**src/scp_pkg.sv**
```systemverilog
package scp_pkg;

    localparam int unsigned HDR_LEN      = 10;
    localparam int unsigned FPR_LEN      = 32;
    localparam int unsigned SIGLEN_BYTES = 4;
    localparam int unsigned MAGIC_LEN    = 6;
    localparam int unsigned MAJOR_POS    = 6;
    localparam int unsigned ALG_LO_POS   = 8;
    localparam int unsigned ALG_HI_POS   = 9;
    localparam logic [7:0]  MAJOR_VER    = 8'd1;

    typedef enum logic [2:0] {
        PH_HDR  = 3'd0,
        PH_ALG  = 3'd1,
        PH_FPR  = 3'd2,
        PH_SLEN = 3'd3,
        PH_SIG  = 3'd4
    } phase_t;

    typedef enum logic [2:0] {
        CLS_HEADER  = 3'd0,
        CLS_ALG     = 3'd1,
        CLS_FPR     = 3'd2,
        CLS_SIG     = 3'd3,
        CLS_DISCARD = 3'd4
    } cls_t;

    typedef enum logic [2:0] {
        ST_OK         = 3'd0,
        ST_NOT_CONT   = 3'd1,
        ST_BAD_MAJOR  = 3'd2,
        ST_BAD_ALG    = 3'd3,
        ST_SHORT_FPR  = 3'd4,
        ST_SHORT_SLEN = 3'd5,
        ST_MISMATCH   = 3'd6
    } status_t;

    typedef struct packed {
        logic [7:0]  byte_out;
        cls_t        byte_class;
        logic        done_res;
        status_t     status;
        logic [15:0] alg_length;
        logic [31:0] sig_length;
    } result_t;

    function automatic logic [7:0] magic_byte(input logic [2:0] idx);
        logic [7:0] b;
        case (idx)
            3'd0:    b = 8'h50;
            3'd1:    b = 8'h51;
            3'd2:    b = 8'h53;
            3'd3:    b = 8'h49;
            3'd4:    b = 8'h47;
            3'd5:    b = 8'h4E;
            default: b = 8'h00;
        endcase
        return b;
    endfunction

endpackage

```
**src/scp_in_stage.sv**
```systemverilog
module scp_in_stage
    import scp_pkg::*;
(
    input  logic       clk,
    input  logic       rst_n,
    input  logic       s_tvalid,
    output logic       s_tready,
    input  logic [7:0] s_tdata,     // data_byte
    input  logic       s_tlast,
    input  logic       take,
    output logic       vld,
    output logic [7:0] data_byte,
    output logic       last
);

    logic       vld_reg;
    logic [7:0] byte_reg;
    logic       last_reg;

    assign s_tready  = !vld_reg || take;
    assign vld       = vld_reg;
    assign data_byte = byte_reg;
    assign last      = last_reg;

    always_ff @(posedge clk or negedge rst_n)
    begin
        if (!rst_n)
        begin
            vld_reg <= 1'b0;
        end
        else if (s_tready)
        begin
            vld_reg <= s_tvalid;
        end
    end

    always_ff @(posedge clk)
    begin
        if (s_tvalid && s_tready)
        begin
            byte_reg <= s_tdata;
            last_reg <= s_tlast;
        end
    end

endmodule

```
**src/scp_parse.sv**
```systemverilog
module scp_parse
    import scp_pkg::*;
#(
    parameter int unsigned ALG_CAPACITY = 64
)
(
    input  logic       clk,
    input  logic       rst_n,
    input  logic       step,
    input  logic [7:0] data_byte,
    input  logic       last,
    output result_t    res
);

    localparam logic [16:0] ALG_CAP = 17'(ALG_CAPACITY);

    phase_t      phase_reg,   phase_next;
    logic [15:0] fc_reg,      fc_next;
    logic [3:0]  tot_reg,     tot_next;
    logic [15:0] alg_reg,     alg_next;
    logic [31:0] sig_reg,     sig_next;
    logic [32:0] seen_reg,    seen_next;
    logic        ferr_reg,    ferr_next;
    status_t     perr_reg,    perr_next;

    logic [15:0] fc_inc;
    cls_t        cls;
    status_t     status;

    assign fc_inc = fc_reg + 16'd1;

    always_comb
    begin
        phase_next = phase_reg;
        fc_next    = fc_reg;
        alg_next   = alg_reg;
        sig_next   = sig_reg;
        seen_next  = seen_reg;
        ferr_next  = ferr_reg;
        perr_next  = perr_reg;
        cls        = CLS_DISCARD;

        if (!ferr_reg)
        begin
            case (phase_reg)
                PH_HDR:
                begin
                    cls = CLS_HEADER;
                    if (fc_reg < 16'(MAGIC_LEN))
                    begin
                        if (data_byte != magic_byte(fc_reg[2:0]))
                        begin
                            ferr_next = 1'b1;
                            perr_next = ST_NOT_CONT;
                        end
                    end
                    else if (fc_reg == 16'(MAJOR_POS))
                    begin
                        if (data_byte != MAJOR_VER)
                        begin
                            ferr_next = 1'b1;
                            perr_next = ST_BAD_MAJOR;
                        end
                    end
                    else if (fc_reg == 16'(ALG_LO_POS))
                    begin
                        alg_next = {8'h00, data_byte};
                    end
                    else if (fc_reg == 16'(ALG_HI_POS))
                    begin
                        alg_next = {data_byte, alg_reg[7:0]};
                        if (alg_next == 16'd0 || {1'b0, alg_next} >= ALG_CAP)
                        begin
                            ferr_next = 1'b1;
                            perr_next = ST_BAD_ALG;
                        end
                    end
                    if (!ferr_next && fc_inc >= 16'(HDR_LEN))
                    begin
                        phase_next = PH_ALG;
                        fc_next    = 16'd0;
                    end
                    else
                    begin
                        fc_next = fc_inc;
                    end
                end
                PH_ALG:
                begin
                    cls = CLS_ALG;
                    if (fc_inc >= alg_reg)
                    begin
                        phase_next = PH_FPR;
                        fc_next    = 16'd0;
                    end
                    else
                    begin
                        fc_next = fc_inc;
                    end
                end
                PH_FPR:
                begin
                    cls = CLS_FPR;
                    if (fc_inc >= 16'(FPR_LEN))
                    begin
                        phase_next = PH_SLEN;
                        fc_next    = 16'd0;
                    end
                    else
                    begin
                        fc_next = fc_inc;
                    end
                end
                PH_SLEN:
                begin
                    cls      = CLS_HEADER;
                    sig_next = sig_reg | ({24'h000000, data_byte} << {fc_reg[1:0], 3'b000});
                    if (fc_inc >= 16'(SIGLEN_BYTES))
                    begin
                        phase_next = PH_SIG;
                        fc_next    = 16'd0;
                    end
                    else
                    begin
                        fc_next = fc_inc;
                    end
                end
                PH_SIG:
                begin
                    cls = (seen_reg < {1'b0, sig_reg}) ? CLS_SIG : CLS_DISCARD;
                    if (!seen_reg[32])
                    begin
                        seen_next = seen_reg + 33'd1;
                    end
                end
                default:
                begin
                    cls = CLS_DISCARD;
                end
            endcase
        end

        tot_next = (tot_reg < 4'(HDR_LEN)) ? tot_reg + 4'd1 : tot_reg;

        status = ST_OK;
        if (tot_next < 4'(HDR_LEN))
        begin
            status = ST_NOT_CONT;
        end
        else if (perr_next != ST_OK)
        begin
            status = perr_next;
        end
        else
        begin
            case (phase_next)
                PH_ALG:  status = ST_BAD_ALG;
                PH_FPR:  status = ST_SHORT_FPR;
                PH_SLEN: status = ST_SHORT_SLEN;
                PH_SIG:  status = (seen_next == {1'b0, sig_next}) ? ST_OK : ST_MISMATCH;
                default: status = ST_NOT_CONT;
            endcase
        end

        res.byte_out   = data_byte;
        res.byte_class = cls;
        res.done_res   = last;
        res.status     = last ? status : ST_OK;
        res.alg_length = (last && tot_next >= 4'(HDR_LEN)) ? alg_next : 16'd0;
        res.sig_length = (last && status == ST_OK) ? sig_next : 32'd0;
    end

    always_ff @(posedge clk or negedge rst_n)
    begin
        if (!rst_n)
        begin
            phase_reg <= PH_HDR;
            fc_reg    <= 16'd0;
            tot_reg   <= 4'd0;
            alg_reg   <= 16'd0;
            sig_reg   <= 32'd0;
            seen_reg  <= 33'd0;
            ferr_reg  <= 1'b0;
            perr_reg  <= ST_OK;
        end
        else if (step)
        begin
            if (last)
            begin
                phase_reg <= PH_HDR;
                fc_reg    <= 16'd0;
                tot_reg   <= 4'd0;
                alg_reg   <= 16'd0;
                sig_reg   <= 32'd0;
                seen_reg  <= 33'd0;
                ferr_reg  <= 1'b0;
                perr_reg  <= ST_OK;
            end
            else
            begin
                phase_reg <= phase_next;
                fc_reg    <= fc_next;
                tot_reg   <= tot_next;
                alg_reg   <= alg_next;
                sig_reg   <= sig_next;
                seen_reg  <= seen_next;
                ferr_reg  <= ferr_next;
                perr_reg  <= perr_next;
            end
        end
    end

endmodule

```
**src/signature_container_parser.sv**
```systemverilog
// path: an accepted input beat is held in the input register, then parsed into the output register
// throughput: one beat per cycle while m_tready does not stall the output; a byte
// is parsed as it moves from the input register into the output register
// reset: rst_n clears the parse state to the start of a container and empties
// both registers; the state also returns to the start after each last beat
module signature_container_parser
    import scp_pkg::*;
#(
    parameter int unsigned ALG_CAPACITY = 64
)
(
    input  logic        clk,
    input  logic        rst_n,
    input  logic        s_tvalid,
    output logic        s_tready,
    input  logic [7:0]  s_tdata,    // data_byte
    input  logic        s_tlast,
    output logic        m_tvalid,
    input  logic        m_tready,
    output logic [63:0] m_tdata,    // byte_out, status, alg_length, sig_length, zero fill
    output logic [2:0]  m_tuser,    // byte_class
    output logic        m_tlast
);

    logic       in_vld;
    logic [7:0] in_byte;
    logic       in_last;
    logic       take;
    result_t    res;

    logic       out_vld_reg;
    result_t    out_reg;

    assign take = in_vld && (!out_vld_reg || m_tready);

    scp_in_stage u_in_stage (
        .clk       (clk),
        .rst_n     (rst_n),
        .s_tvalid  (s_tvalid),
        .s_tready  (s_tready),
        .s_tdata   (s_tdata),
        .s_tlast   (s_tlast),
        .take      (take),
        .vld       (in_vld),
        .data_byte (in_byte),
        .last      (in_last)
    );

    scp_parse #(
        .ALG_CAPACITY (ALG_CAPACITY)
    ) u_parse (
        .clk       (clk),
        .rst_n     (rst_n),
        .step      (take),
        .data_byte (in_byte),
        .last      (in_last),
        .res       (res)
    );

    always_ff @(posedge clk or negedge rst_n)
    begin
        if (!rst_n)
        begin
            out_vld_reg <= 1'b0;
        end
        else if (!out_vld_reg || m_tready)
        begin
            out_vld_reg <= in_vld;
        end
    end

    always_ff @(posedge clk)
    begin
        if (take)
        begin
            out_reg <= res;
        end
    end

    assign m_tvalid = out_vld_reg;
    assign m_tlast  = out_reg.done_res;
    assign m_tuser  = out_reg.byte_class;
    assign m_tdata  = {5'b00000, out_reg.sig_length, out_reg.alg_length,
                       out_reg.status, out_reg.byte_out};

endmodule
```
**config.mk**
```make
export PLATFORM = sky130hd
export DESIGN_NAME = signature_container_parser
export DESIGN_NICKNAME = d
export VERILOG_FILES = /design/src/scp_pkg.sv /design/src/scp_in_stage.sv /design/src/scp_parse.sv /design/src/signature_container_parser.sv
export SDC_FILE = /design/constraint.sdc
export NUM_CORES = 1
export LEC_CHECK = 0
export BUFFER_PORTS_ARGS = -buffer_cell sky130_fd_sc_hd__buf_4
export CAP_MARGIN = 20
export CORE_MARGIN = 3
export CORE_UTILIZATION = 55
export DETAILED_ROUTE_END_ITERATION = 6
export HOLD_SLACK_MARGIN = 0.1
export PLACE_DENSITY = 0.77
export SLEW_MARGIN = 20
export SYNTH_ARGS = -nofsm -noshare
export SYNTH_HDL_FRONTEND = slang
export SYNTH_SLANG_ARGS = --single-unit
export TNS_END_PERCENT = 10
```
**constraint.sdc**
```tcl
create_clock -name clk -period 4.1 [get_ports clk]
set_input_delay 0.205 -clock clk [delete_from_list [all_inputs] [get_ports clk]]
set_output_delay 0.205 -clock clk [all_outputs]
set_load 0.005 [all_outputs]
```
=== Yosys cells after proc, flatten, opt, wreduce, memory -nomap -nowiden ===
Index checks and enable logic that the tools add are counted.

* Flip-flop bits (word level): 182
* Bits of input ports: 13
* Output and inout bits: 70
* Word-level logic and storage cells: 134

* Add/sub/neg operators: 3
* $lt $le $gt $ge: 10
* Equal/unequal tests: 20
* Shift-type cells: 1
* Mux-type cells: 62
* Bitwise logic cells: 1
* Reduce and logical (&&, ||, !) cells: 19

{| class="wikitable"
|+ Operators by type and width
! kind !! count
|-
| $mux 16 || 13
|-
| $mux 33 || 4
|-
| $mux 32 || 3
|-
| $pmux 16 s4 || 1
|-
| $mux 3 || 20
|-
| $pmux 7 s6 || 1
|-
| $pmux 3 s4 || 3
|-
| $add 33x1->33 const B || 1
|-
| $eq 33x32->1 || 1
|-
| $lt 33x32->1 || 1
|-
| $eq 16x4->1 const B || 2
|-
| $or 32x32->32 || 1
|-
| $shl 8x5->32 || 1
|-
| $mux 8 || 3
|-
| $eq 3x2->1 const B || 6
|-
| $add 16x1->16 const B || 1
|-
| $eq 16x3->1 const B || 1
|-
| $ge 16x16->1 || 1
|-
| $ge 16x3->1 const B || 1
|-
| $ge 16x4->1 const B || 1
|-
| $ge 16x6->1 const B || 1
|-
| $ge 16x7->1 const B || 1
|-
| $logic_not 16->1 || 1
|-
| $lt 16x3->1 const B || 1
|-
| other kinds (18) || 46
|}

=== Longest topological paths before layout ===
* Word-level depth: 21
* Depth in mapped cells: 16
* Depth with buffers taken out: 15

=== Modules after synthesis ===
From an unflattened synthesis, not the netlist that was laid out.

* Cell total of the unflattened synthesis: 1,250
* Area, all modules: 12,253.0 um2

{| class="wikitable"
|+ Modules (own cells, without submodules)
! module !! instances !! cells each !! area each (um2) !! seq. area each (um2)
|-
| scp_parse || 1 || 1,164 || 9,952.0 || 2,702.6
|-
| signature_container_parser || 1 || 73 || 1,976.9 || 1,916.8
|-
| scp_in_stage || 1 || 13 || 324.1 || 295.3
|}

=== Least setup slack after synthesis ===
Ideal clock, no wire load.

* Path type: register to register
* Start point: register u_parse.fc_reg[4]
* End point: register out_reg (netlist bit m_tdata[32]), data pin
* Setup time: 263 ps
* Arrival time: 3,716 ps
* Required time: 3,837 ps
* Slack: 121 ps
* Cell stages (with the launch flop): 16
* Buffers on the path: 2
* Clock period less this slack: 3,979 ps
* Cell sequence: dfrtp_1 clkbuf_1 nand3_1 nor4_2 nand3_1 xnor2_1 ha_1 a21o_1 a21o_1 a21o_1 and2_1 a2111oi_0 nor2_1 o221ai_2 buf_6 nor2_1

* Cells in the longest elaborated chain, start to end: 18
* Elaborated cells on any way between the ends: 39
* Those cells by class: 1 x add/sub; 5 x order compare; 7 x eq/ne; 21 x mux; 5 x reduce/logical

{| class="wikitable"
|+ RTL lines
! element !! RTL line !! source
|-
| start, declared || scp_parse.sv:18 || <nowiki>logic [15:0] fc_reg, fc_next;</nowiki>
|-
| start signal, assigned || scp_parse.sv:202 || <nowiki>fc_reg <= fc_next;</nowiki>
|-
| branches (longest 14 deep; another with $add 16x1->16) || - ||
|-
| $mux 3 * || scp_parse.sv:150 || <nowiki>else if (perr_next != ST_OK)</nowiki>
|-
| $mux 3 * || scp_parse.sv:146 || <nowiki>if (tot_next < 4'(HDR_LEN))</nowiki>
|-
| $logic_not 3->1 * || scp_parse.sv:170 || <nowiki>res.sig_length = (last && status == ST_OK) ? sig_next : 32'd0;</nowiki>
|-
| $logic_and 1x1->1 * || scp_parse.sv:170 ||
|-
| end signal, assigned || signature_container_parser.sv:76 || <nowiki>out_reg <= res;</nowiki>
|-
| end, declared || signature_container_parser.sv:32 || <nowiki>result_t out_reg;</nowiki>
|}

Mark *: on every way between the ends. The select of a mux whose other input is x is not followed.
A chain may end at the register's enable or synchronous reset.

=== Worst setup path after layout ===
* Start point: register u_parse.fc_reg[3]
* End point: register out_reg (netlist bit m_tdata[58]), data pin

The elaborated chain is that of the path after synthesis.

==> summary.txt <==
Setup path
  – Worst R2R Start: u_parse.fc_reg[3]
  – CP Class: reg -> reg
  – Reg2Reg Setup Slack: a little under 0.2 ns
  – CP dominant cell by count: a21o_1
  – Largest stage delay on the critical path: approximately 0.36 ns
  – Top Family by Delay on Critical Path: compound AO/OA/AOI/OAI gates
  – WP data arrival: around 4 ns
  – Startpoint types: flop
  – Critical R2R Capture: m_tdata[58]
  – Slowest CP cell: dfrtp_1
  – Worst endpoint required time: 4.26 ns
  – CP endpoint kind: flop
  – Worst Path Buf+Inv: 3
  – Cells along the critical path: nand3_1 -> buf_4 -> nor4_2 -> nand3_1 -> xnor2_1 -> ha_1 -> a21o_1 -> a21o_1 -> a21o_1 -> and2_1 -> a2111oi_2 -> buf_4 -> o21ba_2 -> a2111oi_2 -> o221ai_2 -> buf_12 -> nor2_1
  – R2R depth: 17
  – Worst Path Max Fanout: 23

Clock tree
  – CTS tree: built
  – CTS H-tree depth: 4
  – Clock root buffer master: clkbuf_16
  – CTS Buf Count: 17
  – Reg clk slew, reported paths: 0.07 ns
  – Clk sinks: between 150 and 200
  – Clk_lat worst skew: 0.43 ns
  – CTS Buffer Depth: 2

Global route
  – Gr usage total: a little under a third
  – Largest net degree at the start of global routing: 68
  – Vias in the first global route: 9988
  – First-pass GRT wire length: roughly 55 mm
  – Initial antenna violation count: 0
  – Total grt overflow: 0

Logic synthesis
  – Post-synth top area share: a little under a quarter
  – Number of synthesized register bits: 182
  – Yosys warning total: 0
  – Sequential area share after synthesis: 42.8%
  – Cell Area, Synth: 11500 um2
  – Post-synth ARST share: between 60% and 70%
  – Netlist cell types: 86
  – Gate Count Post-Synth: 1239
  – Area contributors post-synth: dfrtp_1 24%, edfxtp_1 19%, ha_1 5.9%
  – Synth area leader: dfrtp_1
  – Post-synth EDFFs: 72
  – Avg Synthesized Cell Area: roughly 9.3 um2
  – Dominant synthesized flop cell: dfrtp_1

Floorplan
  – Die Y: ~150 um
  – # rows: 52
  – Die Width: approximately 150 um
  – Starting density of the core: between 50% and 60%
  – # IOs: 83
  – Core Footprint: between 20000 and 25000 um2
  – Die area: roughly 23000 um2

STA
  – Slew margin rel.: 23.8%
  – Worst Tran Pin Value: 1.13 ns
  – Fin crit period: 3.90 ns
  – Hold WS: around 0.33 ns
  – Period utilization: 95.2%
  – Final Setup Violations: 0
  – Clk_skew: roughly 0.014 ns
  – Slew Limit Fails: 0
  – Hold Vio Cnt, Final: 0
  – Fmax: approximately 260 MHz

Detailed routing
  – Drt first pass iters: 6
  – DRC viols: 0
  – Vias per cell: roughly 6.5
  – Final wirelength: around 35 mm
  – DRT iter0 DRCs: between 1000 and 1500
  – DR WL/cell: around 22 um
  – Via count: between 10000 and 15000
  – Post-route ant nets: 0

Pwr
  – Leakage: 5.70 nW
  – Psw: roughly 0.0015 W
  – Sw frac: 31.4%
  – P_int: ~0.0032 W
  – Overall Power: about 0.0047 W
  – Clock network power share: around a third
  – PD cells: ~350 nW/um2
  – Comb pwr share: between 20 and 25%
  – Worst vdd ir: around 0.27 mV
  – Sequential Power Share: 43.7%

Job
  – Max Cap Viol: 0

Placement
  – Post-detail-place hpwl: between 20 and 25 mm
  – PortBufs: between 70 and 80
  – Routability Congestion: slightly above 1

Layout
  – Antenna cell count: 0
  – Max reg flops: roughly 60
  – Share of cells above drive strength 1: 15.8%
  – Nets: 1400
  – Area of the multi-input gates: roughly 6000 um2
  – Sequential Area: slightly below 5000 um2
  – Fillers: approximately 1700
  – Layout area overhead: 16.2%

Hold path
  – HP Class: in -> async

Outcome
  – Outcome: finished, final reports clean
[logic make-up (layout without fill, tap and decap cells)]
logic type	after synthesis	in the layout	share of synthesized area, %
adders and majority gates	54	54	5.89
DFF	182	182	42.8
and+or+nand+nor	441	441	20.0
AOI/OAI and AO/OA	340	340	20.1
muxes	18	18	1.57
xor gates and xnor gates	48	48	4.02
other	1	5	0.0327
buffers and inverters	155	258	5.53
[cell usage in the layout, fill, tap and decap left out, drive strengths merged, types with 6 or more instances in the layout]
cell type,synthesis,final
clkbuf,63,19
or2,6,6
ha,54,54
nor2b,10,10
a2111oi,6,6
inv,68,75
or4,6,6
a211oi,17,17
o41ai,8,8
and3,10,10
nor2,135,135
and2,15,15
o31ai,12,12
nand3,37,37
a31oi,29,29
nand2,81,81
a21oi,81,81
dfrtp,110,110
o21ai,63,63
nand4,31,31
a22o,29,29
xor2,12,12
buf,23,144
edfxtp,72,72
a31o,6,6
a21o,28,28
nor4,20,20
xnor2,33,33
a41oi,7,7
and4,10,10
mux2i,18,18
nor3b,6,6
nor4b,6,6
nand2b,12,12
nor3,31,31
dlygate4sd3,0,13
[power by group through the flow]
stage	Sequential (W)	Clock, W	Combinational [W]
after global placement	0.00209	0	0.000936
after CTS	0.00205	0.00164	0.000972
after floorplan	0.00208	0	0.000551
after detailed placement	0.00209	0	0.000953
after global routing	0.00207	0.00172	0.00110
final	0.00205	0.00163	0.00102
[layer usage]
layer,wire (um),track usage (%)
met1,14300,43.5
met2,15400,46.9
met3,3360,6.62
met4,2020,16.0
met5,0,0
[synth_stat cells, drive strengths merged, types with 23 or more instances]
master / n
nor2: 135
edfxtp: 72
o21ai: 63
nand4: 31
inv: 68
ha: 54
a21o: 28
buf: 23
a31oi: 29
nand2: 81
clkbuf: 63
nor3: 31
a22o: 29
nand3: 37
dfrtp: 110
xnor2: 33
a21oi: 81
[per-stage QoR]
step / cells / util, % / worst slack [ns] / setup TNS [ns] / area (um2)
floorplan: 1243 / - / 0.121 / 0 / 11500
finish: 1616 / 65.5 / 0.198 / 0 / 13300
detailed placement: 1571 / 61.8 / 0.0676 / 0 / 12600
CTS: 1616 / 65.2 / 0.0152 / 0 / 13300
global placement: 1571 / 61.8 / 0.180 / 0 / 12600
global route: 1616 / 65.5 / -0.0169 / -0.154 / 13300
[area by class of cell]
cell class,instances,share of cell area (%)
sequential,182,36.9
clock buffer,19,3.25
clock inverter,13,1.05
tap,270,2.53
inverter,69,1.95
timing repair buffer,157,9.36
multi-input combinational,906,45.0
[worst max-delay path by stage]
stage,startpoint,to,slack [ns],cells past startpoint
detailed placement,u_parse.fc_reg[3],m_tdata[47],0.07,15
global route,u_parse.fc_reg[3],m_tdata[43],-0.02,17
global placement,u_parse.fc_reg[3],m_tdata[37],0.18,15
floorplan,u_parse.fc_reg[4],m_tdata[32],0.12,15
CTS,u_parse.fc_reg[3],m_tdata[47],0.02,15
finish,u_parse.fc_reg[3],m_tdata[58],0.20,17
[repair_timing]
item,4_1_cts,5_1_grt
hold buffers,13,0
buffers inserted,0,0
gates resized for setup,0,14
endpoints found under the setup margin,0,47
endpoints found under the hold margin,54,0
Power figures use the tool's default switching activity.
